--- src/rtl/brrl_pkg.sv ---
// Package of the row-run labeler: payload types and default sizes.
package brrl_pkg;

    localparam int GRID_WIDTH_DEF = 32;
    localparam int MAX_RUNS_DEF   = 16;
    localparam int MAX_LABELS_DEF = 256;
    localparam int MAX_ROWS_DEF   = 1024;
    localparam int RESULT_CAP     = 64;

    localparam logic REC_RUN  = 1'b0;
    localparam logic REC_PAIR = 1'b1;

    localparam logic [1:0] EV_FRESH = 2'd0;
    localparam logic [1:0] EV_CONT  = 2'd1;
    localparam logic [1:0] EV_SPLIT = 2'd2;
    localparam logic [1:0] EV_MERGE = 2'd3;

    typedef struct packed {
        logic [31:0] row_bits;
        logic        first_row;
    } in_item_t;

    typedef struct packed {
        logic       record_kind;
        logic [9:0] row_index;
        logic [4:0] col_start;
        logic [4:0] col_end;
        logic [7:0] cell_label;
        logic [7:0] parent_label;
        logic [1:0] run_event;
        logic       label_overflow;
        logic       last;
    } out_item_t;

endpackage

--- src/rtl/boustrophedon_row_run_labeler_top.sv ---
// Top level of the boustrophedon row-run labeler.
//
// Usage: present one occupancy-grid row per beat on s_data (s_valid/s_ready).
// Set first_row on the first row of a map to clear labels, the row count and
// the stored runs. Each row yields zero or more result beats on m_data
// (m_valid/m_ready): a run record per run, left to right, each followed by
// its neighbour pair records on a split or merge; last marks the final beat
// of the row. An empty row yields no beat and clears the stored runs.
// Flow: a row is accepted, then scanned (the row bits shift out one column
// per cycle), then each run is evaluated, labelled and followed by its
// neighbour pair records, then a closing step flushes the last beat; an
// empty row skips the run steps. Receiver stalls hold the labelling, pair
// and closing steps. The single sequencer below sets the pace; s_ready is
// high only between rows. Records past RESULT_CAP in a row are dropped.
// Reset (aresetn low, synchronous) clears the sequencer, the counters, the
// stored run count and the output valids.
// A stalled receiver holds m_data; the sequencer waits when its one-record
// hold stage and the output register are both full; no kept record is lost.
module boustrophedon_row_run_labeler_top #(
    parameter int GRID_WIDTH = brrl_pkg::GRID_WIDTH_DEF,
    parameter int MAX_RUNS   = brrl_pkg::MAX_RUNS_DEF,
    parameter int MAX_LABELS = brrl_pkg::MAX_LABELS_DEF,
    parameter int MAX_ROWS   = brrl_pkg::MAX_ROWS_DEF
) (
    input  logic                aclk,
    input  logic                aresetn,
    input  logic                s_valid,
    output logic                s_ready,
    input  brrl_pkg::in_item_t  s_data,
    output logic                m_valid,
    input  logic                m_ready,
    output brrl_pkg::out_item_t m_data
);

    // columns past bit 31 of the input are always clear
    localparam int SCAN_LEN = (GRID_WIDTH < 32) ? GRID_WIDTH : 32;
    localparam int CW   = $clog2(SCAN_LEN);
    localparam int RI_W = (MAX_RUNS > 1) ? $clog2(MAX_RUNS) : 1;
    localparam int RC_W = $clog2(MAX_RUNS + 1);
    localparam int LW   = $clog2(MAX_LABELS);
    localparam int NLW  = $clog2(MAX_LABELS + 1);
    localparam int RW   = $clog2(MAX_ROWS);
    localparam int KW   = $clog2(brrl_pkg::RESULT_CAP + 1);

    typedef enum logic [2:0] {
        ST_IDLE, ST_SCAN, ST_EVAL, ST_KIDS, ST_LABEL, ST_PAIRS, ST_DONE
    } state_t;

    state_t state_reg;

    logic [SCAN_LEN-1:0] bits_reg;
    logic [CW-1:0]       col_reg;
    logic                in_run_reg;   // inside a tracked run
    logic                drop_run_reg; // inside a run past the run limit
    logic [RC_W-1:0]     n_reg;
    logic [RI_W-1:0]     last_idx_reg;

    logic [CW-1:0] cs_reg [MAX_RUNS];
    logic [CW-1:0] ce_reg [MAX_RUNS];
    logic [LW-1:0] cl_reg [MAX_RUNS];
    logic [CW-1:0] ps_reg [MAX_RUNS];
    logic [CW-1:0] pe_reg [MAX_RUNS];
    logic [LW-1:0] pl_reg [MAX_RUNS];
    logic [RC_W-1:0] pc_reg;

    logic [NLW-1:0] nl_reg;
    logic [RW-1:0]  row_cnt_reg;
    logic [RW-1:0]  row_reg;

    logic [RI_W-1:0]     cur_reg;
    logic [MAX_RUNS-1:0] ovl_reg;
    logic [RI_W-1:0]     first_reg;
    logic                np0_reg;
    logic                np1_reg;
    logic                kids1_reg;
    logic [LW-1:0]       lab_reg;
    logic [1:0]          ev_reg;
    logic [KW-1:0]       k_reg;

    logic                hold_valid_reg;
    brrl_pkg::out_item_t hold_reg;
    logic                m_valid_reg;
    brrl_pkg::out_item_t m_data_reg;

    // overlap of the current run with every stored run
    logic [MAX_RUNS-1:0] ovl_next;
    logic [RI_W-1:0]     first_next;
    always_comb begin
        first_next = '0;
        for (int j = 0; j < MAX_RUNS; j++) begin
            ovl_next[j] = (RC_W'(j) < pc_reg) && (cs_reg[cur_reg] <= pe_reg[j])
                          && (ps_reg[j] <= ce_reg[cur_reg]);
        end
        for (int j = MAX_RUNS - 1; j >= 0; j--) begin
            if (ovl_next[j]) begin
                first_next = RI_W'(j);
            end
        end
    end

    // children of the first parent among this row's runs
    logic [MAX_RUNS-1:0] kid_vec;
    always_comb begin
        for (int i = 0; i < MAX_RUNS; i++) begin
            kid_vec[i] = (RC_W'(i) < n_reg) && (cs_reg[i] <= pe_reg[first_reg])
                         && (ps_reg[first_reg] <= ce_reg[i]);
        end
    end

    // lowest pending parent in the pair pass
    logic [RI_W-1:0] pj_next;
    always_comb begin
        pj_next = '0;
        for (int j = MAX_RUNS - 1; j >= 0; j--) begin
            if (ovl_reg[j]) begin
                pj_next = RI_W'(j);
            end
        end
    end

    // fresh label with saturation
    logic           lab_sat;
    logic [LW-1:0]  fresh_lab;
    logic [NLW-1:0] nl_inc;
    assign lab_sat   = (nl_reg >= NLW'(MAX_LABELS));
    assign fresh_lab = lab_sat ? LW'(MAX_LABELS - 1) : nl_reg[LW-1:0];
    assign nl_inc    = lab_sat ? nl_reg : nl_reg + NLW'(1);

    logic           use_fresh;
    logic [LW-1:0]  run_lab;
    logic [1:0]     run_ev;
    logic [NLW-1:0] nl_after;
    always_comb begin
        use_fresh = 1'b1;
        run_ev    = brrl_pkg::EV_FRESH;
        if (np0_reg) begin
            run_ev = brrl_pkg::EV_FRESH;
        end else if (np1_reg && kids1_reg) begin
            use_fresh = 1'b0;
            run_ev    = brrl_pkg::EV_CONT;
        end else if (np1_reg) begin
            run_ev = brrl_pkg::EV_SPLIT;
        end else begin
            run_ev = brrl_pkg::EV_MERGE;
        end
        run_lab  = use_fresh ? fresh_lab : pl_reg[first_reg];
        nl_after = use_fresh ? nl_inc : nl_reg;
    end

    // record built this cycle
    logic                want;
    brrl_pkg::out_item_t rec;
    always_comb begin
        want = (state_reg == ST_LABEL) || ((state_reg == ST_PAIRS) && (ovl_reg != '0));
        rec.row_index      = 10'(row_reg);
        rec.col_start      = 5'(cs_reg[cur_reg]);
        rec.col_end        = 5'(ce_reg[cur_reg]);
        rec.last           = 1'b0;
        if (state_reg == ST_LABEL) begin
            rec.record_kind    = brrl_pkg::REC_RUN;
            rec.cell_label     = 8'(run_lab);
            rec.parent_label   = '0;
            rec.run_event      = run_ev;
            rec.label_overflow = (nl_after >= NLW'(MAX_LABELS));
        end else begin
            rec.record_kind    = brrl_pkg::REC_PAIR;
            rec.cell_label     = 8'(lab_reg);
            rec.parent_label   = 8'(pl_reg[pj_next]);
            rec.run_event      = ev_reg;
            rec.label_overflow = lab_sat;
        end
    end

    logic m_free;
    logic cap_full;
    logic emit_go;
    logic last_run;
    assign m_free   = !m_valid_reg || m_ready;
    assign cap_full = (k_reg >= KW'(brrl_pkg::RESULT_CAP));
    assign emit_go  = want && (cap_full || !hold_valid_reg || m_free);
    assign last_run = (RC_W'(cur_reg) + RC_W'(1)) == n_reg;

    // load the output register: a kept record pushes the held one out, and
    // the closing cycle flushes it as the row's last beat
    logic                m_load;
    brrl_pkg::out_item_t flush_rec;
    always_comb begin
        flush_rec      = hold_reg;
        flush_rec.last = 1'b1;
    end
    assign m_load = hold_valid_reg && ((emit_go && !cap_full)
                    || ((state_reg == ST_DONE) && m_free));

    logic [RW-1:0] row_sat_inc;
    assign row_sat_inc = (row_cnt_reg < RW'(MAX_ROWS - 1)) ? row_cnt_reg + RW'(1) : row_cnt_reg;

    always_ff @(posedge aclk) begin
        if (!aresetn) begin
            state_reg      <= ST_IDLE;
            pc_reg         <= '0;
            nl_reg         <= '0;
            row_cnt_reg    <= '0;
            hold_valid_reg <= 1'b0;
            m_valid_reg    <= 1'b0;
            n_reg          <= '0;
            k_reg          <= '0;
        end else begin
            // reload or drain the output register
            if (m_load) begin
                m_valid_reg <= 1'b1;
                m_data_reg  <= (state_reg == ST_DONE) ? flush_rec : hold_reg;
            end else if (m_valid_reg && m_ready) begin
                m_valid_reg <= 1'b0;
            end
            // advance the hold stage on every kept record
            if (emit_go && !cap_full) begin
                hold_valid_reg <= 1'b1;
                hold_reg       <= rec;
                k_reg          <= k_reg + KW'(1);
            end

            unique case (state_reg)
                ST_IDLE: begin
                    if (s_valid) begin
                        bits_reg     <= s_data.row_bits[SCAN_LEN-1:0];
                        col_reg      <= '0;
                        in_run_reg   <= 1'b0;
                        drop_run_reg <= 1'b0;
                        n_reg        <= '0;
                        k_reg        <= '0;
                        if (s_data.first_row) begin
                            nl_reg      <= '0;
                            pc_reg      <= '0;
                            row_reg     <= '0;
                            row_cnt_reg <= RW'(1);
                        end else begin
                            row_reg     <= row_cnt_reg;
                            row_cnt_reg <= row_sat_inc;
                        end
                        state_reg <= ST_SCAN;
                    end
                end
                ST_SCAN: begin
                    bits_reg <= bits_reg >> 1;
                    col_reg  <= col_reg + CW'(1);
                    if (!bits_reg[0]) begin
                        in_run_reg   <= 1'b0;
                        drop_run_reg <= 1'b0;
                    end else if (!in_run_reg && !drop_run_reg) begin
                        if (n_reg < RC_W'(MAX_RUNS)) begin
                            cs_reg[n_reg[RI_W-1:0]] <= col_reg;
                            ce_reg[n_reg[RI_W-1:0]] <= col_reg;
                            last_idx_reg            <= n_reg[RI_W-1:0];
                            n_reg                   <= n_reg + RC_W'(1);
                            in_run_reg              <= 1'b1;
                        end else begin
                            drop_run_reg <= 1'b1;
                        end
                    end else if (in_run_reg) begin
                        ce_reg[last_idx_reg] <= col_reg;
                    end
                    if (col_reg == CW'(SCAN_LEN - 1)) begin
                        cur_reg   <= '0;
                        state_reg <= ST_EVAL;
                    end
                end
                ST_EVAL: begin
                    if (n_reg == '0) begin
                        pc_reg    <= '0;
                        state_reg <= ST_IDLE;
                    end else begin
                        ovl_reg   <= ovl_next;
                        first_reg <= first_next;
                        np0_reg   <= (ovl_next == '0);
                        np1_reg   <= $onehot(ovl_next);
                        state_reg <= ST_KIDS;
                    end
                end
                ST_KIDS: begin
                    kids1_reg <= $onehot(kid_vec);
                    state_reg <= ST_LABEL;
                end
                ST_LABEL: begin
                    if (emit_go) begin
                        nl_reg           <= nl_after;
                        lab_reg          <= run_lab;
                        ev_reg           <= run_ev;
                        cl_reg[cur_reg]  <= run_lab;
                        if (run_ev == brrl_pkg::EV_FRESH || run_ev == brrl_pkg::EV_CONT) begin
                            ovl_reg <= '0;
                        end
                        state_reg <= ST_PAIRS;
                    end
                end
                ST_PAIRS: begin
                    if (ovl_reg == '0) begin
                        if (last_run) begin
                            state_reg <= ST_DONE;
                        end else begin
                            cur_reg   <= cur_reg + RI_W'(1);
                            state_reg <= ST_EVAL;
                        end
                    end else if (emit_go) begin
                        ovl_reg[pj_next] <= 1'b0;
                    end
                end
                ST_DONE: begin
                    // flush the held record as the row's last beat
                    if (!hold_valid_reg || m_free) begin
                        hold_valid_reg <= 1'b0;
                        for (int i = 0; i < MAX_RUNS; i++) begin
                            ps_reg[i] <= cs_reg[i];
                            pe_reg[i] <= ce_reg[i];
                            pl_reg[i] <= cl_reg[i];
                        end
                        pc_reg    <= n_reg;
                        state_reg <= ST_IDLE;
                    end
                end
                default: state_reg <= ST_IDLE;
            endcase
        end
    end

    assign s_ready = (state_reg == ST_IDLE);
    assign m_valid = m_valid_reg;
    assign m_data  = m_data_reg;

endmodule
--- config.mk ---
export PLATFORM = sky130hd
export DESIGN_NAME = boustrophedon_row_run_labeler_top
export DESIGN_NICKNAME = d
export VERILOG_FILES = /design/src/rtl/brrl_pkg.sv /design/src/rtl/boustrophedon_row_run_labeler_top.sv
export SDC_FILE = /design/constraint.sdc
export NUM_CORES = 1
export LEC_CHECK = 0
export ABC_AREA = 1
export BUFFER_PORTS_ARGS = -buffer_cell sky130_fd_sc_hd__buf_2
export CORE_MARGIN = 5
export CORE_UTILIZATION = 50
export DETAILED_ROUTE_END_ITERATION = 8
export PLACE_DENSITY = 0.71
export SYNTH_ARGS = -nofsm -noshare
export SYNTH_HDL_FRONTEND = slang
export SYNTH_SLANG_ARGS = --single-unit
--- constraint.sdc ---
create_clock -name aclk -period 22.3 [get_ports aclk]
set_input_delay 2.23 -clock aclk [delete_from_list [all_inputs] [get_ports aclk]]
set_output_delay 2.23 -clock aclk [all_outputs]
set_load 0.03 [all_outputs]
==> results of run 1 <==
layout make-up:
type                       instances  area [um^2]  area share [%]
sequential                       792        23300            52.2
multi-input combinational       2349        14800            33.1
clock buffer                     106         2280            5.09
antenna                            1         2.50         0.00560
clock inverter                    55          596            1.33
timing repair buffer             132          793            1.77
tap                             1060         1330            2.97
inverter                         423         1590            3.56
worst max-delay path by stage:
stage | from | to | cells after the start | slack, ps
finish | first_reg[0]$_SDFFCE_PP0P_ | kids1_reg$_DFFE_PP_ | 24 | 13880
global route | first_reg[0]$_SDFFCE_PP0P_ | kids1_reg$_DFFE_PP_ | 24 | 13610
CTS | first_reg[0]$_SDFFCE_PP0P_ | kids1_reg$_DFFE_PP_ | 24 | 14060
detailed placement | first_reg[0]$_SDFFCE_PP0P_ | kids1_reg$_DFFE_PP_ | 24 | 14170
global placement | first_reg[0]$_SDFFCE_PP0P_ | kids1_reg$_DFFE_PP_ | 22 | 14200
floorplan | aresetn | pe_reg[0][0]$_DFFE_PP_ | 5 | 7480
cell usage in the layout, fill, tap and decap left out, drive strengths merged, types with 39 or more instances in the layout:
master,count
a21oi,248
buf,132
clkbuf,106
clkinv,40
dfxtp,45
edfxtp,747
ha,347
inv,422
nand2,482
nand3,204
nand4,90
nor2,318
nor3,46
o211ai,39
o21ai,296
o221ai,69
o22ai,39
per-layer routing:
layer,vias up,global-route usage [%],routed length (um)
met5,-,0,31
met4,4,10.8,5220
met3,279,5.83,11700
met2,1573,40.6,51000
met1,14000,35.6,45900
li1,13500,-,-
critical path, stage by stage (launching register included):
cell       delay, ps
edfxtp_1         350
buf_4            260
inv_4            360
buf_4            900
a21oi_1          140
o21ai_0          150
nand3_1          160
nand3_1          140
nand2_1          170
inv_1            760
ha_1             370
nand2_1           90
inv_1             50
nand3_1           70
o221ai_1         150
a211oi_1         670
fa_1             580
fa_1             480
fa_1             510
fa_1             550
ha_1             190
fa_1             200
a31oi_1           80
or3b_2           430
a2111oi_0        320
power groups by stage:
stage	clock, mW	combinational, mW	sequential (mW)
detailed placement	0	1.36	1.88
finish	1.44	1.39	1.85
floorplan	0	0.885	1.88
CTS	1.45	1.37	1.85
global placement	0	1.32	1.88
global route	1.52	1.54	1.86
kinds of logic (layout without fill, tap and decap cells):
logic type	Yosys count	count (layout)	share of synthesized area, %
adder cells (fa/ha/maj)	367	367	11.8
other	0	1	0
buffers and inverters	559	716	5.30
multiplexers	20	20	0.498
AO/OA/AOI/OAI	781	781	11.4
flip-flops	792	792	58.0
XOR/XNOR	9	9	0.196
AND/OR/NAND/NOR	1172	1172	12.7
==> out/results.txt, run 1 <==
post-CTS sizing - 0
Reg power frac - 39.6%
Lkg Pwr - 17.7 nW
Worst Tran Pin Value - 1160 ps
routed via count - 29.4k
gr ovfl total - 0
period utilization - 37.8%
drt pass-1 iters - 7
CTS tree - yes
Post-Syn Area - 40200 um^2
Crit Path Max Fanout - 104
post-CTS setup buffer count - 0
yosys synthesis warning count - 0
GRT Util Overall - 26.0%
Hold Crit Depth - 0
Hold Path Class - reg -> reg
Max VDD drop - 0.0620 mV
Async SR Flop Fraction - 0%
Synthesized Nets - 4104
Initial Util - 50.2%
max_slew headroom - 22.2%
chip width - 294 um
port buffer count - 79
Final WS setup - 13880 ps
Hold-fix buffers, CTS - 0
Design Area, Final - 44700 um^2
WHS - 401 ps
Fillers - 6751
DRC Markers - 0
Max Cap Violations - 0
worst endpoint required time - 22730 ps
top cell type's share of synthesized area - 55.8%
sequential share of the synthesized area - 58.0%
initial antenna violation count - 4
Iter 0 DRT Violations - 3526
Worst setup SP type - register
number of global-route vias before repair - 28.3k
placed insts - 4756
CTS clk-pin slew, worst paths - 60 ps
global placement routability congestion - 0.969
Area contributors post-synth - edfxtp_1, ha_1, nand2_1
vias per inst - 5.98
Clock Power Share - 30.7%
Finished Core Util - 55.8%
WL/cell - 23.1 um
share of cells above drive strength 1 - 8.14%
Avg Cell Area, Syn - 10.9 um^2
Post-Place Setup Slack - 14170 ps
final WL - 114000 um
Die Area - 86200 um^2
H-Tree Depth - 3
IO Count - 80
TritonCTS Sinks - 792
Core Area - 80200 um^2
Logic pwr share - 29.7%
Synth-to-Final Area Change - 11.2%
switching power - 1.65 mW
pin count of the biggest net entering global routing - 105
critical hold path startpoint - cl_reg[3][3]$_DFFE_PP_
R2R cell count - 24
first-pass GRT wire length - 172000 um
fin crit period - 8420 ps
Setup Viol. Count Final - 0
Design Power - 4.67 mW
Hold Vio Cnt, Final - 0
Post-Place Cell Area - 41800 um^2
reg2reg start - first_reg[0]$_SDFFCE_PP0P_
setup TNS - 0 ps
PwrDens - 104 nW/um^2
Top FF cell, synth - edfxtp_1
CTS buffer count - 86
Sw Share - 35.4%
cell with the most instances after synthesis - edfxtp_1
outcome - complete, no violations
element type at the critical path end - register
reg-to-reg setup timing slack - 13880 ps
number of synthesized register bits - 792
Max Buffers Root-to-Sink - 3
root buffer cell - clkbuf_16
Clock Skews - 60.3 ps
Die Y - 294 um
Syn Inst Count - 3700
Clock Latency Late Sink - 670 ps
highest clock rate - 119 MHz
post-synth top area cell - edfxtp_1
number of synthesized flops with an enable pin - 747
Final Max Tran Viols - 0
Core Rows - 104
RSZ-0062 raised after global routing - false
DP HPWL - 78300 um
Synth cell types - 54
WHS Endpoint - pl_reg[3][3]$_DFFE_PP_
Int Power - 3.02 mW
Setup CP Type - reg -> reg
crit path DAT - 8850 ps
Nets - 4188
antenna-violating nets left - 0
Reg-to-Reg End - kids1_reg$_DFFE_PP_
Non-Filler Instances - 4918
Commonest cells post-synth - edfxtp_1, nand2_1, inv_1
No activity file was read; power rests on OpenSTA's default activity.
==> run 2, diff against run 1 <==
Settings changed: ABC_AREA 1 to 0, PLACE_DENSITY 0.71 to 0.69.
Clock period 22.3 ns to 8 ns, I/O delays scaled along.
==> out/results.txt, run 2 <==
GRT Util Overall - 24.6% (-1.4 points)
reg-to-reg setup timing slack - 810 ps (-13070 ps)
switching power - 2.15 mW (+30%)
R2R cell count - 19 (-21%)
TritonCTS Sinks - 792 (unchanged)
Synthesized Nets - 3250 (-21%)
port buffer count - 79 (unchanged)
Crit-path slowest cell - mux4_2
IO Count - 80 (unchanged)
cell with the most instances after synthesis - edfxtp_1
routed via count - 25.1k (-15%)
Clock Power Share - 41.3% (+11 points)
top cell type's share of synthesized area - 56.6% (+0.79 points)
Die Y - 292 um (-0.68%)
Clock Skews - 73.8 ps (+13.5 ps)
highest clock rate - 139 MHz (+17%)
global placement routability congestion - 0.939 (-3.1%)
post-CTS setup buffer count - 0 (unchanged)
Syn Inst Count - 2846 (-23%)
worst endpoint required time - 8370 ps (-14360 ps)
post-synth top area cell - edfxtp_1
Worst Tran Pin Value - 1150 ps (-6.38 ps)
CTS buffer count - 82 (-4.7%)
Non-Filler Instances - 4096 (-17%)
Core Rows - 103 (-0.96%)
Synth cell types - 81 (+50%)
pin count of the biggest net entering global routing - 160 (+52%)
number of synthesized flops with an enable pin - 747 (unchanged)
Iter 0 DRT Violations - 2848 (-19%)
CTS tree - yes
DRC Markers - 0 (unchanged)
number of global-route vias before repair - 25.4k (-10%)
Max Cap Violations - 0 (unchanged)
CP bufs+invs - 3 (-2)
Commonest cells post-synth - edfxtp_1, ha_1, inv_1
chip width - 292 um (-0.68%)
Async SR Flop Fraction - 0% (unchanged)
Crit path depth - 19 (-21%)
number of synthesized register bits - 792 (unchanged)
Max Buffers Root-to-Sink - 3 (unchanged)
Worst setup SP type - register
Avg Cell Area, Syn - 13.9 um^2 (+28%)
H-Tree Depth - 3 (unchanged)
vias per inst - 6.13 (+2.5%)
final WL - 106000 um (-6.8%)
first-pass GRT wire length - 159000 um (-7.6%)
Synth-to-Final Area Change - 11.5%
max_slew headroom - 22.8% (+0.63 points)
root buffer cell - clkbuf_16
most frequent cells in the layout - edfxtp_1, ha_1, inv_1, nand2_1, nor2_1
Hold Vio Cnt, Final - 0 (unchanged)
Design Power - 9.11 mW (+95%)
CTS clk-pin slew, worst paths - 70 ps (about the same)
initial antenna violation count - 2 (-2)
Max VDD drop - 0.172 mV (+180%)
gr ovfl total - 0 (unchanged)
sequential share of the synthesized area - 58.8% (+0.83 points)
fin crit period - 7190 ps (-1230 ps)
Int Power - 6.96 mW (+130%)
Sw Share - 23.7% (-12 points)
Logic pwr share - 8.3% (-21 points)
setup TNS - 0 ps (unchanged)
element type at the critical path end - register
outcome - complete, no violations
antenna-violating nets left - 0 (unchanged)
placed insts - 3945 (-17%)
post-CTS sizing - 0 (unchanged)
Antenna diodes - 0 (-1)
Clock Latency Late Sink - 670 ps (about the same)
Reg-to-Reg End - np1_reg$_DFFE_PP_
Setup CP Type - reg -> reg
Hold-fix buffers, CTS - 0 (unchanged)
crit path capture - np1_reg$_DFFE_PP_
Post-Syn Area - 39600 um^2 (-1.4%)
DP HPWL - 77700 um (-0.69%)
CP top delay family - adder cells
Nets - 3383 (-19%)
PwrDens - 206 nW/um^2 (+97%)
Reg power frac - 50.5% (+11 points)
CP max stage delay - 790 ps (-110 ps)
Final WS setup - 811 ps (-13070 ps)
Setup Viol. Count Final - 0 (unchanged)
WL/cell - 25.9 um (+12%)
share of cells above drive strength 1 - 15.0% (+6.9 points)
RSZ-0062 raised after global routing - false
cell mode on critical path - fa_1
Hold Path Class - reg -> reg
yosys synthesis warning count - 0 (unchanged)
crit path cell chain - buf_12 > mux4_2 > mux4_2 > ha_1 > a21oi_1 > a21boi_0 > o32ai_1 > nor3b_1 > fa_1 > inv_1 > fa_1 > fa_1 > fa_1 > inv_1 > ha_1 > fa_1 > nand3_1 > o21ai_0 > and4b_1
Final Max Tran Viols - 0 (unchanged)
Top FF cell, synth - edfxtp_1
Lkg Pwr - 16.7 nW (-5.6%)
period utilization - 89.9% (+52 points)
Core Area - 78900 um^2 (-1.6%)
crit path DAT - 7550 ps (-1300 ps)
Die Area - 85000 um^2 (-1.4%)
commonest non-fill, non-tap cell in the layout - edfxtp_1
Initial Util - 50.3% (+0.10 points)
Area contributors post-synth - edfxtp_1, ha_1, mux4_2
Post-Place Setup Slack - 829 ps (-13340 ps)
drt pass-1 iters - 5 (-2)
Crit Path Max Fanout - 40 (-62%)
## run 2: cell types whose count changed after synthesis, moves of 70 or more
cell,previous run,this run
inv_1,399,231
nand3_1,204,51
nand4_1,90,19
nor2b_1,0,70
o21ai_0,281,79
nor2_1,309,151
mux4_2,0,138
a21oi_1,247,122
nand2_1,477,205
## run 2: per-layer routing
layer  GRT usage [%]  up-vias  wire length, um
li1                -    11100                -
met1            34.3    12500            43100
met2            39.3     1292            49500
met3            4.22      235             9320
met4            9.48        2             4110
met5               0        -               11
## run 2: how the worst min path moves through the flow
stage	start	to	slack, ps	depth (start not counted)
after floorplan	row_reg[0]$_SDFFCE_PP0P_	flush_rec[30]$_DFFE_PP_	400	0
after global placement	cl_reg[10][2]$_DFFE_PP_	pl_reg[10][2]$_DFFE_PP_	400	0
after detailed placement	row_reg[5]$_SDFFCE_PP0P_	flush_rec[35]$_DFFE_PP_	400	0
after CTS	s_data[12]	bits_reg[11]$_DFFE_PP_	360	3
after global routing	s_data[8]	bits_reg[7]$_DFFE_PP_	410	3
final	cl_reg[0][1]$_DFFE_PP_	pl_reg[0][1]$_DFFE_PP_	410	0
## run 2: kinds of logic after synthesis
logic type / Yosys count / share of synthesized area [%]
flip-flops: 792 / 58.8
AND/OR/NAND/NOR: 703 / 8.75
AO/OA/AOI/OAI: 423 / 6.68
adder cells (fa/ha/maj): 367 / 12.0
buffers and inverters: 321 / 3.22
multiplexers: 216 / 10.0
XOR/XNOR: 24 / 0.530
## run 2: metrics by stage
step	hold WS [ps]	utilization (%)	cell area, um^2
final	405	56.0	44200
after global routing	408	56.0	44200
after CTS	365	56.0	44200
after detailed placement	405	52.6	41500
after global placement	400	52.6	41500
after floorplan	400	-	39700
## run 2: final cells by class
type                            instances  area (um^2)
Tap cell                             1050         1310
Timing Repair Buffer                  135          878
Inverter                              235          882
Clock inverter                         49          533
Clock buffer                          102         2150
Fill cell                            6208        34700
Sequential cell                       792        23300
Multi-Input combinational cell       1733        15100
## run 2: power by group through the flow
stage	sequential, mW	clock, mW	combinational (mW)
2_1_floorplan	4.68	0	0.491
3_3_place_gp	4.68	0	0.724
3_5_place_dp	4.68	0	0.751
4_1_cts	4.60	3.81	0.754
5_1_grt	4.60	3.99	0.836
6_report	4.60	3.76	0.754
